==> src/sv/tcs_pkg.sv <==
// Shared types and constants for the text console cursor and scroll block.
package tcs_pkg;

    localparam int COLUMNS = 80;
    localparam int ROWS = 25;
    localparam int CELLS = COLUMNS * ROWS;
    localparam int ADDR_W = $clog2(CELLS);
    localparam int SCAN_W = $clog2(CELLS + COLUMNS);
    localparam int COL_W = 7;
    localparam int ROW_W = 5;
    localparam int CELL_W = 16;

    localparam logic [CELL_W-1:0] BLANK_CELL = 16'h0F20;
    localparam logic [7:0] NEWLINE_CODE = 8'd10;

    typedef enum logic
    {
        CMD_PUT = 1'b0,
        CMD_READ = 1'b1
    } cmd_code_t;

    typedef struct packed
    {
        logic [0:0] command;
        logic [7:0] char_code;
        logic [7:0] color;
        logic [10:0] cell_index;
    } in_word_t;

    typedef struct packed
    {
        logic [COL_W-1:0] cursor_col;
        logic [ROW_W-1:0] cursor_row;
        logic [0:0] scrolled;
        logic [CELL_W-1:0] cell_word;
    } out_word_t;

    typedef struct packed
    {
        logic accept;
        logic clear_step;
        logic scroll_step;
        logic load_out;
    } dp_cmd_t;

    typedef struct packed
    {
        logic need_scroll;
        logic clear_last;
        logic scroll_last;
        logic out_free;
    } dp_status_t;

endpackage

==> src/sv/tcs_controller.sv <==
// Controller: sequences store clearing, item execution, scrolling and result hand-off.
module tcs_controller
(
    input  logic                 clk,
    input  logic                 rst_n,
    input  logic                 in_valid,
    output logic                 in_ready,
    input  tcs_pkg::dp_status_t  status,
    output tcs_pkg::dp_cmd_t     cmd
);

    typedef enum logic [1:0]
    {
        ST_CLEAR,
        ST_IDLE,
        ST_SCROLL,
        ST_DONE
    } state_t;

    state_t state_reg, state_next;

    always_comb
    begin
        state_next = state_reg;
        cmd = '0;
        case (state_reg)
            ST_CLEAR:
            begin
                cmd.clear_step = 1'b1;
                if (status.clear_last)
                begin
                    state_next = ST_IDLE;
                end
            end
            ST_IDLE:
            begin
                if (in_valid)
                begin
                    cmd.accept = 1'b1;
                    state_next = status.need_scroll ? ST_SCROLL : ST_DONE;
                end
            end
            ST_SCROLL:
            begin
                cmd.scroll_step = 1'b1;
                if (status.scroll_last)
                begin
                    state_next = ST_DONE;
                end
            end
            ST_DONE:
            begin
                if (status.out_free)
                begin
                    cmd.load_out = 1'b1;
                    state_next = ST_IDLE;
                end
            end
            default:
            begin
                state_next = ST_IDLE;
            end
        endcase
    end

    always_ff @(posedge clk or negedge rst_n)
    begin
        if (!rst_n)
        begin
            state_reg <= ST_CLEAR;
        end
        else
        begin
            state_reg <= state_next;
        end
    end

    assign in_ready = (state_reg == ST_IDLE);

endmodule

==> config.mk <==
export PLATFORM = sky130hd
export DESIGN_NAME = tcs_controller
export DESIGN_NICKNAME = d
export VERILOG_FILES = /design/src/sv/tcs_pkg.sv /design/src/sv/tcs_controller.sv
export SDC_FILE = /design/constraint.sdc
export NUM_CORES = 1
export LEC_CHECK = 0
export BUFFER_PORTS_ARGS = -buffer_cell sky130_fd_sc_hd__buf_2
export CAP_MARGIN = 20
export CORE_AREA = 3 3 40 42
export DETAILED_ROUTE_END_ITERATION = 6
export DIE_AREA = 0 0 43 45
export PLACE_DENSITY = 0.43
export SYNTH_ARGS = -nofsm -noshare
export SYNTH_HDL_FRONTEND = slang
export SYNTH_SLANG_ARGS = --single-unit
==> constraint.sdc <==
create_clock -name clk -period 1.65 [get_ports clk]
set_input_delay 0.0825 -clock clk [delete_from_list [all_inputs] [get_ports clk]]
set_output_delay 0.0825 -clock clk [all_outputs]
set_load 0.03 [all_outputs]
==> run metrics <==
Mean Syn Cell Area=roughly 10 um2; final setup TNS=0 ns; Post-synth top flop=dfrtp_1; synth warn=0; Pre-Repair DR Iteration Count=2; setup repair bufs after CTS=0; Slew @ Worst Pin=0.203 ns; Synthesized Nets=30; leak pwr=~0.16 nW; post-synthesis sequential area ratio=0.256; CTS clk-pin slew, worst paths=approximately 0.030 ns; area share of the largest cell type after synthesis=0.256; post-CTS sizing=0; EDFF count, synth=0; Worst setup SP type=register; Switching Fraction=0.475; max-slew violations=0; H-tree depth=1; Comb power frac=0.645; Area Overhead vs Synth=54.5%; Storage cell area=50.0 um2; dpl hpwl=between 300 and 400 um; Root Buffer=clkbuf_4; max-cap viol count=0; Cell Int Power=between 0.0003 and 0.0004 W; cell type with the largest total area after synthesis=dfrtp_1; final worst path period share=0.848; RSZ-0062 raised after global routing=no; share of layout cells above drive strength 1=0.500; number of nets with antenna violations after routing=0; Yosys cell types=10; Async S/R FF share, synth=1.00; CTS Buf Count=3; overall routing resource usage=0.0525; clk_lat worst skew=roughly 0.22 ns; maximum VDD drop=about 0.61 mV; WHS=~0.18 ns; Clk pwr share=0.180; Final setup viols=0; WL/cell=between 8 and 9 um; worst clock skew=between 0.0008 and 0.0009 ns; Port Buffers=11; vias in the first global route=between 150 and 200; Final #Nets=47; Longest Clk Path Bufs=2; row count=13; number of diodes=0; fill count=between 100 and 150; die area=a little under 2000 um2; area of the multi-input gates=130 um2; Synth Cell Area=195 um2; clk sinks=2; vias per cell=about 3.6; CP Max Fanout=4; initial antenna violation count=0; initial drt markers=5; RePlAce Congestion=between 0.6 and 0.7; Max Clk Rate=roughly 0.71 GHz; post-route setup slack=~0.25 ns; Synth Instances=19; Post-route DRC=0; Overflow after GRT=0; post-route minimum period=1.40 ns; first-pass GRT wire length=roughly 700 um; Boundary Pins=12; Initial Utilization=0.152; Die H=between 40 and 50 um; Pwr per Cell Area=slightly below 2000 nW/um2; routed vias=around 180; Max-slew headroom=0.865; core area=roughly 1300 um2; Commonest cells post-synth=ha_1 (4), inv_1 (4), dfrtp_1 (2), mux2_1 (2), nand2b_1 (2); CTS tree=yes; largest net degree at the start of global routing=5; #FFs+latches synth=2; Setup WS pre-CTS=roughly 0.23 ns; crit end category=register; WL final=approximately 400 um; worst hold path class=in2async; CP required=1.75 ns; Die Wd=43 um; placed cell area=269 um2; Post-CTS Hold Fix Bufs=1; max reg flops=2; status=complete, no violations; final instance area=between 300 and 400 um2; final hold vios=0; sequential power share=0.175; Setup CP Type=reg2reg; net switching power=0.000278 W; Worst Path Arrival=around 1.5 ns; main area contributors after synthesis=dfrtp_1 (26%), ha_1 (26%), mux2_1 (12%)
through the flow:
step	util	total power, W	std cells
2_1_floorplan	-	0.000404	19
3_3_place_gp	0.209	0.000489	45
3_5_place_dp	0.209	0.000490	45
4_1_cts	0.235	0.000605	49
5_1_grt	0.235	0.000651	49
6_report	0.235	0.000585	49
cell type report:
cell class	instances	share of cell area
inverter	4	0.0498
clock buffer	3	0.0747
sequential	2	0.166
timing repair buffer	12	0.216
tap	15	0.0622
multi-input combinational	13	0.432
logic make-up after synthesis:
family,count (synthesis),synth area share
simple gates,5,0.180
mux,2,0.115
fa+ha+maj,4,0.256
compound gates,2,0.115
buf+inv,4,0.0769
flops,2,0.256
cells in the final DEF, fill, tap and decap left out:
cell / n
and2_1: 1
and2_2: 1
buf_2: 11
clkbuf_4: 3
dfrtp_1: 2
dlygate4sd3_1: 1
ha_1: 4
inv_1: 4
mux2_1: 2
nand2b_1: 2
nand2b_2: 1
o2111ai_2: 1
o211ai_1: 1
metal layers:
| layer | track usage | wire, um | up-vias |
|---|---|---|---|
| met2 | 0.0629 | 137 | 12 |
| met4 | 0.0542 | 0 | 0 |
| met5 | 0 | 0 | - |
| met3 | 0.0359 | 85 | 0 |
| li1 | - | - | 94 |
| met1 | 0.0578 | 188 | 69 |
worst max-delay path, cell delays in order (launching register included):
cell and delay [ns]:
dfrtp_1 0.40, inv_1 0.09, ha_1 0.15, inv_1 0.06, o2111ai_2 0.22, mux2_1 0.34
power by group through the flow:
stage / registers, W / logic (W) / clock network, W
floorplan: 0.0000972 / 0.000306 / 0
global placement: 0.000106 / 0.000383 / 0
detailed placement: 0.000104 / 0.000385 / 0
CTS: 0.000104 / 0.000387 / 0.000114
global route: 0.000107 / 0.000428 / 0.000116
finish: 0.000102 / 0.000377 / 0.000105
worst paths after layout:
kind | from | to | slack, ns | cells after the start
max in group asynchronous | rst_n | state_reg[1] | 1.38 | 2
worst min register to register | state_reg[1] | state_reg[1] | 0.56 | 1
worst max register to register | state_reg[0] | state_reg[1] | 0.25 | 5
worst max-delay path | state_reg[0] | state_reg[1] | 0.25 | 5
worst min-delay path | rst_n | state_reg[0] | 0.18 | 2
min in group clk | status[3] | state_reg[0] | 0.27 | 3
Power figures use the tool's default switching activity.
